[src/rest_pkg.sv]
// shared types and constants for the rotary encoder step tracker
package rest_pkg;

  localparam int COUNT_BITS = 32;
  localparam int COUNT_OUT_W = 32;
  localparam int MS_W = 8;

  localparam logic [COUNT_BITS-1:0] COUNT_MAX = {1'b0, {(COUNT_BITS-1){1'b1}}};
  localparam logic [COUNT_BITS-1:0] COUNT_MIN = {1'b1, {(COUNT_BITS-1){1'b0}}};
  localparam logic [MS_W-1:0] ELAPSED_MAX = {MS_W{1'b1}};
  localparam logic [MS_W-1:0] LOCKOUT_RESET = MS_W'(10);

  typedef enum logic [1:0] {
    OP_TICK = 2'd0,
    OP_EDGE = 2'd1,
    OP_READ = 2'd2
  } op_t;

  typedef enum logic [1:0] {
    PH_IDLE  = 2'd0,
    PH_LEFT  = 2'd1,
    PH_RIGHT = 2'd2
  } phase_t;

  typedef struct packed {
    logic [1:0] op;
    logic       pin_a_level;
    logic       pin_b_level;
  } item_t;

endpackage

[src/rest_in_if.sv]
// input channel: op code and sampled pin levels
interface rest_in_if;
  logic       valid;
  logic       ready;
  logic [1:0] op;
  logic       pin_a_level;
  logic       pin_b_level;

  modport source(output valid, op, pin_a_level, pin_b_level, input ready);
  modport sink(input valid, op, pin_a_level, pin_b_level, output ready);
endinterface

[src/rest_out_if.sv]
// result channel: count, direction indicator and tracker phase
interface rest_out_if;
  logic                            valid;
  logic                            ready;
  logic signed [rest_pkg::COUNT_OUT_W-1:0] count_value;
  logic                            direction_led;
  logic [1:0]                      tracker_phase;

  modport source(output valid, count_value, direction_led, tracker_phase, input ready);
  modport sink(input valid, count_value, direction_led, tracker_phase, output ready);
endinterface

[src/rest_in_stage.sv]
// input register stage holding one transaction ahead of the tracker core
module rest_in_stage (
  input  logic             clk,
  input  logic             rst,
  rest_in_if.sink          item,
  input  logic             take,
  output logic             stage_valid,
  output rest_pkg::item_t  stage_item
);

  assign item.ready = !stage_valid || take;

  always_ff @(posedge clk) begin
    if (rst) begin
      stage_valid <= 1'b0;
    end else if (item.ready) begin
      stage_valid <= item.valid;
    end
  end

  always_ff @(posedge clk) begin
    if (item.valid && item.ready) begin
      stage_item <= '{op: item.op, pin_a_level: item.pin_a_level,
                      pin_b_level: item.pin_b_level};
    end
  end

endmodule

[src/rest_core.sv]
// tracker state, lockout timing, step count and result register
module rest_core (
  input  logic                       clk,
  input  logic                       rst,
  input  logic                       cfg_we,
  input  logic [rest_pkg::MS_W-1:0]  cfg_wdata,
  input  logic                       stage_valid,
  input  rest_pkg::item_t            stage_item,
  output logic                       take,
  rest_out_if.source                 result
);

  rest_pkg::phase_t                    phase, phase_next;
  logic [rest_pkg::COUNT_BITS-1:0]     step_count, step_count_next;
  logic [rest_pkg::MS_W-1:0]           elapsed_ms, elapsed_ms_next;
  logic [rest_pkg::MS_W-1:0]           lockout_ms;
  logic                                indicator, indicator_next;
  logic                                a_on, b_on, edge_ok, is_read;

  assign take = stage_valid && (!result.valid || result.ready);

  // pins are pulled up, so low means active
  assign a_on    = !stage_item.pin_a_level;
  assign b_on    = !stage_item.pin_b_level;
  assign edge_ok = (stage_item.op == rest_pkg::OP_EDGE) && (elapsed_ms >= lockout_ms);
  assign is_read = (stage_item.op == rest_pkg::OP_READ);

  // next phase
  always_comb begin
    phase_next = phase;
    if (edge_ok) begin
      case (phase)
        rest_pkg::PH_IDLE: begin
          if (a_on && !b_on) phase_next = rest_pkg::PH_LEFT;
          else if (b_on && !a_on) phase_next = rest_pkg::PH_RIGHT;
        end
        rest_pkg::PH_LEFT, rest_pkg::PH_RIGHT: begin
          if (a_on && b_on) phase_next = rest_pkg::PH_IDLE;
        end
        default: phase_next = rest_pkg::PH_IDLE;
      endcase
    end
  end

  // count, indicator and elapsed time
  always_comb begin
    step_count_next = step_count;
    indicator_next  = indicator;
    elapsed_ms_next = elapsed_ms;
    if (is_read) begin
      step_count_next = '0;
    end
    if (edge_ok) begin
      case (phase)
        rest_pkg::PH_LEFT: begin
          indicator_next = 1'b1;
          if (a_on && b_on && step_count != rest_pkg::COUNT_MIN)
            step_count_next = step_count - rest_pkg::COUNT_BITS'(1);
        end
        rest_pkg::PH_RIGHT: begin
          indicator_next = 1'b0;
          if (a_on && b_on && step_count != rest_pkg::COUNT_MAX)
            step_count_next = step_count + rest_pkg::COUNT_BITS'(1);
        end
        default: ;
      endcase
    end
    if (phase_next != phase) begin
      elapsed_ms_next = '0;
    end else if (stage_item.op == rest_pkg::OP_TICK && elapsed_ms != rest_pkg::ELAPSED_MAX) begin
      elapsed_ms_next = elapsed_ms + rest_pkg::MS_W'(1);
    end
  end

  always_ff @(posedge clk) begin
    if (rst) begin
      lockout_ms <= rest_pkg::LOCKOUT_RESET;
    end else if (cfg_we) begin
      lockout_ms <= cfg_wdata;
    end
  end

  always_ff @(posedge clk) begin
    if (rst) begin
      phase      <= rest_pkg::PH_IDLE;
      step_count <= '0;
      elapsed_ms <= '0;
      indicator  <= 1'b0;
    end else if (take) begin
      phase      <= phase_next;
      step_count <= step_count_next;
      elapsed_ms <= elapsed_ms_next;
      indicator  <= indicator_next;
    end
  end

  always_ff @(posedge clk) begin
    if (rst) begin
      result.valid <= 1'b0;
    end else if (take) begin
      result.valid <= 1'b1;
    end else if (result.ready) begin
      result.valid <= 1'b0;
    end
  end

  always_ff @(posedge clk) begin
    if (take) begin
      result.count_value   <= is_read ? rest_pkg::COUNT_OUT_W'(signed'(step_count)) : '0;
      result.direction_led <= indicator_next;
      result.tracker_phase <= phase_next;
    end
  end

  a_read_clears: assert property (@(posedge clk) disable iff (rst)
    take && is_read |=> step_count == '0)
    else $error("count not cleared after read");

  a_transition_clears_elapsed: assert property (@(posedge clk) disable iff (rst)
    take && (phase_next != phase) |=> elapsed_ms == '0)
    else $error("elapsed time not cleared on transition");

  a_state_holds_idle: assert property (@(posedge clk) disable iff (rst)
    !take |=> $stable(phase) && $stable(step_count) && $stable(indicator))
    else $error("tracker state moved without a transaction");

  a_lockout_blocks: assert property (@(posedge clk) disable iff (rst)
    take && stage_item.op == rest_pkg::OP_EDGE && elapsed_ms < lockout_ms
      |=> $stable(phase) && $stable(step_count) && $stable(indicator))
    else $error("edge acted on inside lockout window");

  a_result_matches_state: assert property (@(posedge clk) disable iff (rst)
    take |=> result.valid && result.tracker_phase == phase
      && result.direction_led == indicator)
    else $error("result register disagrees with tracker state");

endmodule

[src/rotary_encoder_step_tracker.sv]
// an accepted transaction passes the input register and then the result register
// throughput: one transaction per cycle while results are taken; the input register
// and the result register let a new item in while a finished result waits to be taken
// reset clears phase to idle, count, elapsed time and indicator to zero,
// sets the lockout to 10 ms and empties both registers
module rotary_encoder_step_tracker (
  input  logic                      clk,
  input  logic                      rst,
  input  logic                      cfg_we,
  input  logic [rest_pkg::MS_W-1:0] cfg_wdata,
  rest_in_if.sink                   item,
  rest_out_if.source                result
);

  logic            take;
  logic            stage_valid;
  rest_pkg::item_t stage_item;

  rest_in_stage u_in_stage (
    .clk         (clk),
    .rst         (rst),
    .item        (item),
    .take        (take),
    .stage_valid (stage_valid),
    .stage_item  (stage_item)
  );

  rest_core u_core (
    .clk         (clk),
    .rst         (rst),
    .cfg_we      (cfg_we),
    .cfg_wdata   (cfg_wdata),
    .stage_valid (stage_valid),
    .stage_item  (stage_item),
    .take        (take),
    .result      (result)
  );

endmodule

[src/flat_wrapper.sv]
// flat-port wrapper written by rule: the top's interface ports become plain ports
module rotary_encoder_step_tracker_flat 
  (clk, rst, cfg_we, cfg_wdata, item_valid, item_op, item_pin_a_level, item_pin_b_level, item_ready, result_valid, result_count_value, result_direction_led, result_tracker_phase, result_ready);
  rest_in_if item_i ();
  rest_out_if result_i ();
  input  logic clk;
  input  logic rst;
  input  logic cfg_we;
  input  logic [rest_pkg::MS_W-1:0] cfg_wdata;
  input wire logic [$bits(item_i.valid)-1:0] item_valid;
  input wire logic [$bits(item_i.op)-1:0] item_op;
  input wire logic [$bits(item_i.pin_a_level)-1:0] item_pin_a_level;
  input wire logic [$bits(item_i.pin_b_level)-1:0] item_pin_b_level;
  output wire logic [$bits(item_i.ready)-1:0] item_ready;
  output wire logic [$bits(result_i.valid)-1:0] result_valid;
  output wire logic [$bits(result_i.count_value)-1:0] result_count_value;
  output wire logic [$bits(result_i.direction_led)-1:0] result_direction_led;
  output wire logic [$bits(result_i.tracker_phase)-1:0] result_tracker_phase;
  input wire logic [$bits(result_i.ready)-1:0] result_ready;
  assign item_i.valid = item_valid;
  assign item_i.op = item_op;
  assign item_i.pin_a_level = item_pin_a_level;
  assign item_i.pin_b_level = item_pin_b_level;
  assign item_ready = item_i.ready;
  assign result_valid = result_i.valid;
  assign result_count_value = result_i.count_value;
  assign result_direction_led = result_i.direction_led;
  assign result_tracker_phase = result_i.tracker_phase;
  assign result_i.ready = result_ready;
  rotary_encoder_step_tracker u_core (.clk(clk), .rst(rst), .cfg_we(cfg_we), .cfg_wdata(cfg_wdata), .item(item_i), .result(result_i));
endmodule
[config.mk]
export PLATFORM = sky130hd
export DESIGN_NAME = rotary_encoder_step_tracker_flat
export DESIGN_NICKNAME = d
export VERILOG_FILES = /design/src/rest_pkg.sv /design/src/rest_in_if.sv /design/src/rest_out_if.sv /design/src/rest_in_stage.sv /design/src/rest_core.sv /design/src/rotary_encoder_step_tracker.sv /design/src/flat_wrapper.sv
export SDC_FILE = /design/constraint.sdc
export NUM_CORES = 1
export LEC_CHECK = 0
export BUFFER_PORTS_ARGS = -buffer_cell sky130_fd_sc_hd__buf_2
export CORE_ASPECT_RATIO = 1.5
export CORE_MARGIN = 2
export CORE_UTILIZATION = 64
export DETAILED_ROUTE_END_ITERATION = 7
export MAX_ROUTING_LAYER = met4
export PLACE_DENSITY = 0.91
export SLEW_MARGIN = 10
export SYNTH_ARGS = -nofsm -noshare
export SYNTH_HDL_FRONTEND = slang
export SYNTH_SLANG_ARGS = --single-unit
export TNS_END_PERCENT = 100
[constraint.sdc]
create_clock -name clk -period 5.9 [get_ports clk]
set_clock_uncertainty 0.1 [all_clocks]
set_input_delay 0.295 -clock clk [delete_from_list [all_inputs] [get_ports clk]]
set_output_delay 0.295 -clock clk [all_outputs]
set_load 0.02 [all_outputs]
==> flow_results.xml <==
<?xml version="1.0" encoding="UTF-8"?>
<metrics>
  <group name="clock_network">
    <metric name="cts_max_level" unit="">3</metric>
    <metric name="clk_pin_slew" unit="ps">60</metric>
    <metric name="cts_made_buffers" unit="">9</metric>
    <metric name="cts_setup_buffers" unit="">0</metric>
    <metric name="clock_tree.buffer_depth" unit="">2</metric>
    <metric name="worst_skew_pair.late_latency" unit="ps">350</metric>
    <metric name="number_of_resized_instances_in_the_post_cts_repair_step" unit="">0</metric>
    <metric name="clockRootBuffer" unit="">sky130_fd_sc_hd__clkbuf_16</metric>
    <metric name="cts_hold_buf" unit="">0</metric>
    <metric name="tritoncts_num_sinks" unit="">92</metric>
    <metric name="tritoncts" unit="">yes</metric>
  </group>
  <group name="placed_design">
    <metric name="buffer_ports.inserted" unit="">53</metric>
    <metric name="globalplace.congestion" unit="">1.01</metric>
    <metric name="postPlaceCellArea" unit="sq um">5780</metric>
    <metric name="dp_hpwl" unit="mm">9.93</metric>
  </group>
  <group name="logic_synthesis">
    <metric name="synth_nets" unit="">670</metric>
    <metric name="post_synth_main_area_contributors" unit="">sky130_fd_sc_hd__edfxtp_1 (21%), sky130_fd_sc_hd__dfxtp_1 (19%), sky130_fd_sc_hd__and2_1 (3.7%)</metric>
    <metric name="synth-seq-area-share" unit="">0.402</metric>
    <metric name="portion_of_synthesized_cell_area_occupied_by_the_leading_cell_type" unit="">0.211</metric>
    <metric name="dominantRegCellSynth" unit="">sky130_fd_sc_hd__dfxtp_1</metric>
    <metric name="post_synth_instance_area" unit="sq um">5550</metric>
    <metric name="avg_cell_area_syn" unit="sq um">8.72</metric>
    <metric name="syn-instance-count" unit="">637</metric>
    <metric name="most_instantiated_library_cell_after_synthesis" unit="">sky130_fd_sc_hd__dfxtp_1</metric>
    <metric name="synth_seq_cells" unit="">92</metric>
    <metric name="synth-edff-count" unit="">39</metric>
    <metric name="synth_largest_area_cell" unit="">sky130_fd_sc_hd__edfxtp_1</metric>
    <metric name="postSynth.asyncResetShare" unit="">0</metric>
    <metric name="netlist_top_cells_count" unit="">sky130_fd_sc_hd__dfxtp_1 (53), sky130_fd_sc_hd__nand2_1 (52), sky130_fd_sc_hd__nor2_1 (48)</metric>
    <metric name="netlist-cell-type-count" unit="">73</metric>
    <metric name="yosysWarnings" unit="">0</metric>
  </group>
  <group name="power_and_ir_drop">
    <metric name="power.ir.vdd_worst" unit="mV">0.196</metric>
    <metric name="power_density" unit="nW/um^2">234</metric>
    <metric name="overall_power" unit="W">0.00143</metric>
    <metric name="p_leak" unit="nW">2.32</metric>
  </group>
  <group name="routing">
    <metric name="finalWirelength" unit="mm">14.8</metric>
    <metric name="drt-initial-drc-count" unit="">637</metric>
    <metric name="routed-via-count" unit="">5300</metric>
    <metric name="antenna_violating_nets_post_route" unit="">0</metric>
    <metric name="wl_per_cell" unit="um">19.2</metric>
    <metric name="drc" unit="">0</metric>
    <metric name="drt_pass1_iterations" unit="">7</metric>
    <metric name="post_drt_via_cell_ratio" unit="">6.89</metric>
  </group>
  <group name="timing">
    <metric name="timing.final.setup_violations" unit="">0</metric>
    <metric name="whs" unit="ps">23.9</metric>
    <metric name="grt_setup_unrepaired" unit="">no</metric>
    <metric name="report.final.slew_viol_count" unit="">0</metric>
    <metric name="final.period_utilization" unit="">0.581</metric>
    <metric name="fmax" unit="MHz">292</metric>
    <metric name="slew-limit-headroom" unit="">0.232</metric>
    <metric name="final-hold-violation-count" unit="">0</metric>
    <metric name="fin_crit" unit="ps">3430</metric>
    <metric name="setup_tns" unit="ps">0</metric>
    <metric name="worst_slew_pin_slew" unit="ps">1150</metric>
  </group>
  <group name="worst_setup_path">
    <metric name="worst_path_max_delay_cell" unit="">sky130_fd_sc_hd__nand3_1</metric>
    <metric name="path_class" unit="">register to register</metric>
    <metric name="path_buf_inv" unit="">1</metric>
    <metric name="cpPeakStageDelay" unit="ps">580</metric>
    <metric name="critPathArrivalTime" unit="ps">3570</metric>
    <metric name="critical_path.max_fanout" unit="">16</metric>
    <metric name="timing.critical_path.to_type" unit="">register</metric>
    <metric name="category_of_cells_accounting_for_the_largest_share_of_critical_path_delay" unit="">simple AND/OR/NAND/NOR gates</metric>
    <metric name="worst_path_most_repeated_cell" unit="">sky130_fd_sc_hd__nand3_1</metric>
    <metric name="cp-start-kind" unit="">register</metric>
    <metric name="cp_data_required_time" unit="ps">6040</metric>
    <metric name="crit_path_cell_trace" unit="">ha_1, nand3_1, nor4_2, nand4_1, nand3_1, buf_4, nor3_1, or3_1, a32o_1</metric>
  </group>
  <group name="grt">
    <metric name="grt_pass1_vias" unit="">5131</metric>
    <metric name="grt_start_max_net_pins" unit="">42</metric>
    <metric name="grt_pass1_wl" unit="mm">23.7</metric>
    <metric name="grt_antenna_before_repair" unit="">0</metric>
    <metric name="grt_overflow" unit="">0</metric>
    <metric name="grt.total_usage" unit="">0.325</metric>
  </group>
  <group name="layout">
    <metric name="final_core_util" unit="">0.728</metric>
    <metric name="num-nets-final" unit="">690</metric>
    <metric name="antennaDiodeCount" unit="">0</metric>
    <metric name="layout_area_growth_over_synthesis" unit="%">10.3</metric>
    <metric name="final_layout_size_suffix_gt1_frac" unit="">0.156</metric>
    <metric name="multi_input_gate_area" unit="sq um">3010</metric>
    <metric name="finish.instance_area" unit="sq um">6130</metric>
    <metric name="fillCellCount" unit="">616</metric>
    <metric name="final-seq-area" unit="sq um">2230</metric>
  </group>
  <group name="floorplan">
    <metric name="num_io_pins" unit="">54</metric>
    <metric name="design.core.area" unit="sq um">8410</metric>
    <metric name="die_area" unit="sq um">9450</metric>
    <metric name="die_x" unit="um">80.0</metric>
    <metric name="floorplan.rows" unit="">41</metric>
    <metric name="initial_core_util" unit="">0.660</metric>
    <metric name="floorplan.die.height" unit="um">118</metric>
  </group>
  <group name="job">
    <metric name="timing.max_cap.violations" unit="">0</metric>
  </group>
  <group name="status">
    <metric name="outcome" unit="">finished clean</metric>
  </group>
  <group name="worst_hold_path">
    <metric name="worstHoldPathType" unit="">input port to register</metric>
  </group>
</metrics>
==> logic make-up (layout without fill, tap and decap cells) <==
kind of cell,Yosys count,count (layout),share of synthesized area
adders and majority gates,16,16,0.0361
AOI/OAI and AO/OA,159,159,0.201
DFF,92,92,0.402
muxes,13,13,0.0241
xor gates and xnor gates,11,11,0.0174
buffers and inverters,74,99,0.0568
and+or+nand+nor,272,272,0.263
==> path summary, 6_finish.rpt <==
kind	cells past startpoint	endpoint	slack (ps)	start
worst max-delay path	9	u_core.u_core.step_count[24]$_SDFFE_PP0P_	2470	u_core.u_core.step_count[0]$_SDFFE_PP0P_
worst min-delay path	1	u_core.u_in_stage.stage_item[0]$_DFFE_PP_	20	item_pin_b_level
worst max register to register	9	u_core.u_core.step_count[24]$_SDFFE_PP0P_	2470	u_core.u_core.step_count[0]$_SDFFE_PP0P_
worst min register to register	2	u_core.u_core.indicator$_SDFFE_PP0P_	360	u_core.u_core.indicator$_SDFFE_PP0P_
==> through the flow <==
step	setup slack, ps	instances
after floorplan	3060	637
after global placement	2690	753
after detailed placement	2590	753
after CTS	2550	769
after global routing	2280	769
final	2470	769
==> registers in the layout, summed over array words and instances, names as in the netlist <==
signal                              cells
u_core.u_core.result.count_value       32
u_core.u_core.step_count               32
u_core.u_core.elapsed_ms                8
u_core.u_core.lockout_ms                8
u_core.u_in_stage.stage_item            4
u_core.u_core.phase                     2
u_core.u_core.result.tracker_phase      2
u_core.u_core.indicator                 1
u_core.u_core.result.direction_led      1
u_core.u_core.result.valid              1
u_core.u_in_stage.stage_valid           1
==> layout by cell type, fill, tap and decap left out, drive strengths merged, types with 9 or more instances in the layout <==
master / netlist / final
clkbuf: 32 / 13
nor4: 18 / 18
nor2: 48 / 48
buf: 18 / 59
nand3: 27 / 27
a221oi: 9 / 9
and2: 33 / 33
nand2: 52 / 52
mux2i: 10 / 10
nor3: 35 / 35
or4: 12 / 12
o211ai: 9 / 9
ha: 16 / 16
inv: 24 / 24
o21ai: 39 / 39
a21oi: 28 / 28
nand4: 9 / 9
edfxtp: 39 / 39
dfxtp: 53 / 53
==> final cells by class <==
type / instances / area share
Clock inverter: 3 / 0.0106
Multi-Input combinational cell: 471 / 0.492
Clock buffer: 13 / 0.0460
Sequential cell: 92 / 0.364
Inverter: 24 / 0.0147
Tap cell: 107 / 0.0219
Timing Repair Buffer: 59 / 0.0507
==> layer usage <==
metal | global-route usage | wire length (um) | vias to the layer above
li1 | - | - | 2427
met1 | 0.351 | 5210 | 2441
met2 | 0.537 | 7490 | 341
met3 | 0.0529 | 1150 | 91
met4 | 0.212 | 912 | 0
met5 | - | 0 | -
==> power by group <==
part	internal, W	total (W)	leakage (nW)	switching (W)
Sequential	0.000677	0.000684	0.810	0.00000748
Clock	0.000419	0.000655	0.171	0.000235
Combinational	0.0000303	0.0000948	1.34	0.0000645
Total	0.00113	0.00143	2.32	0.000307
No activity file was read; power rests on OpenSTA's default activity.
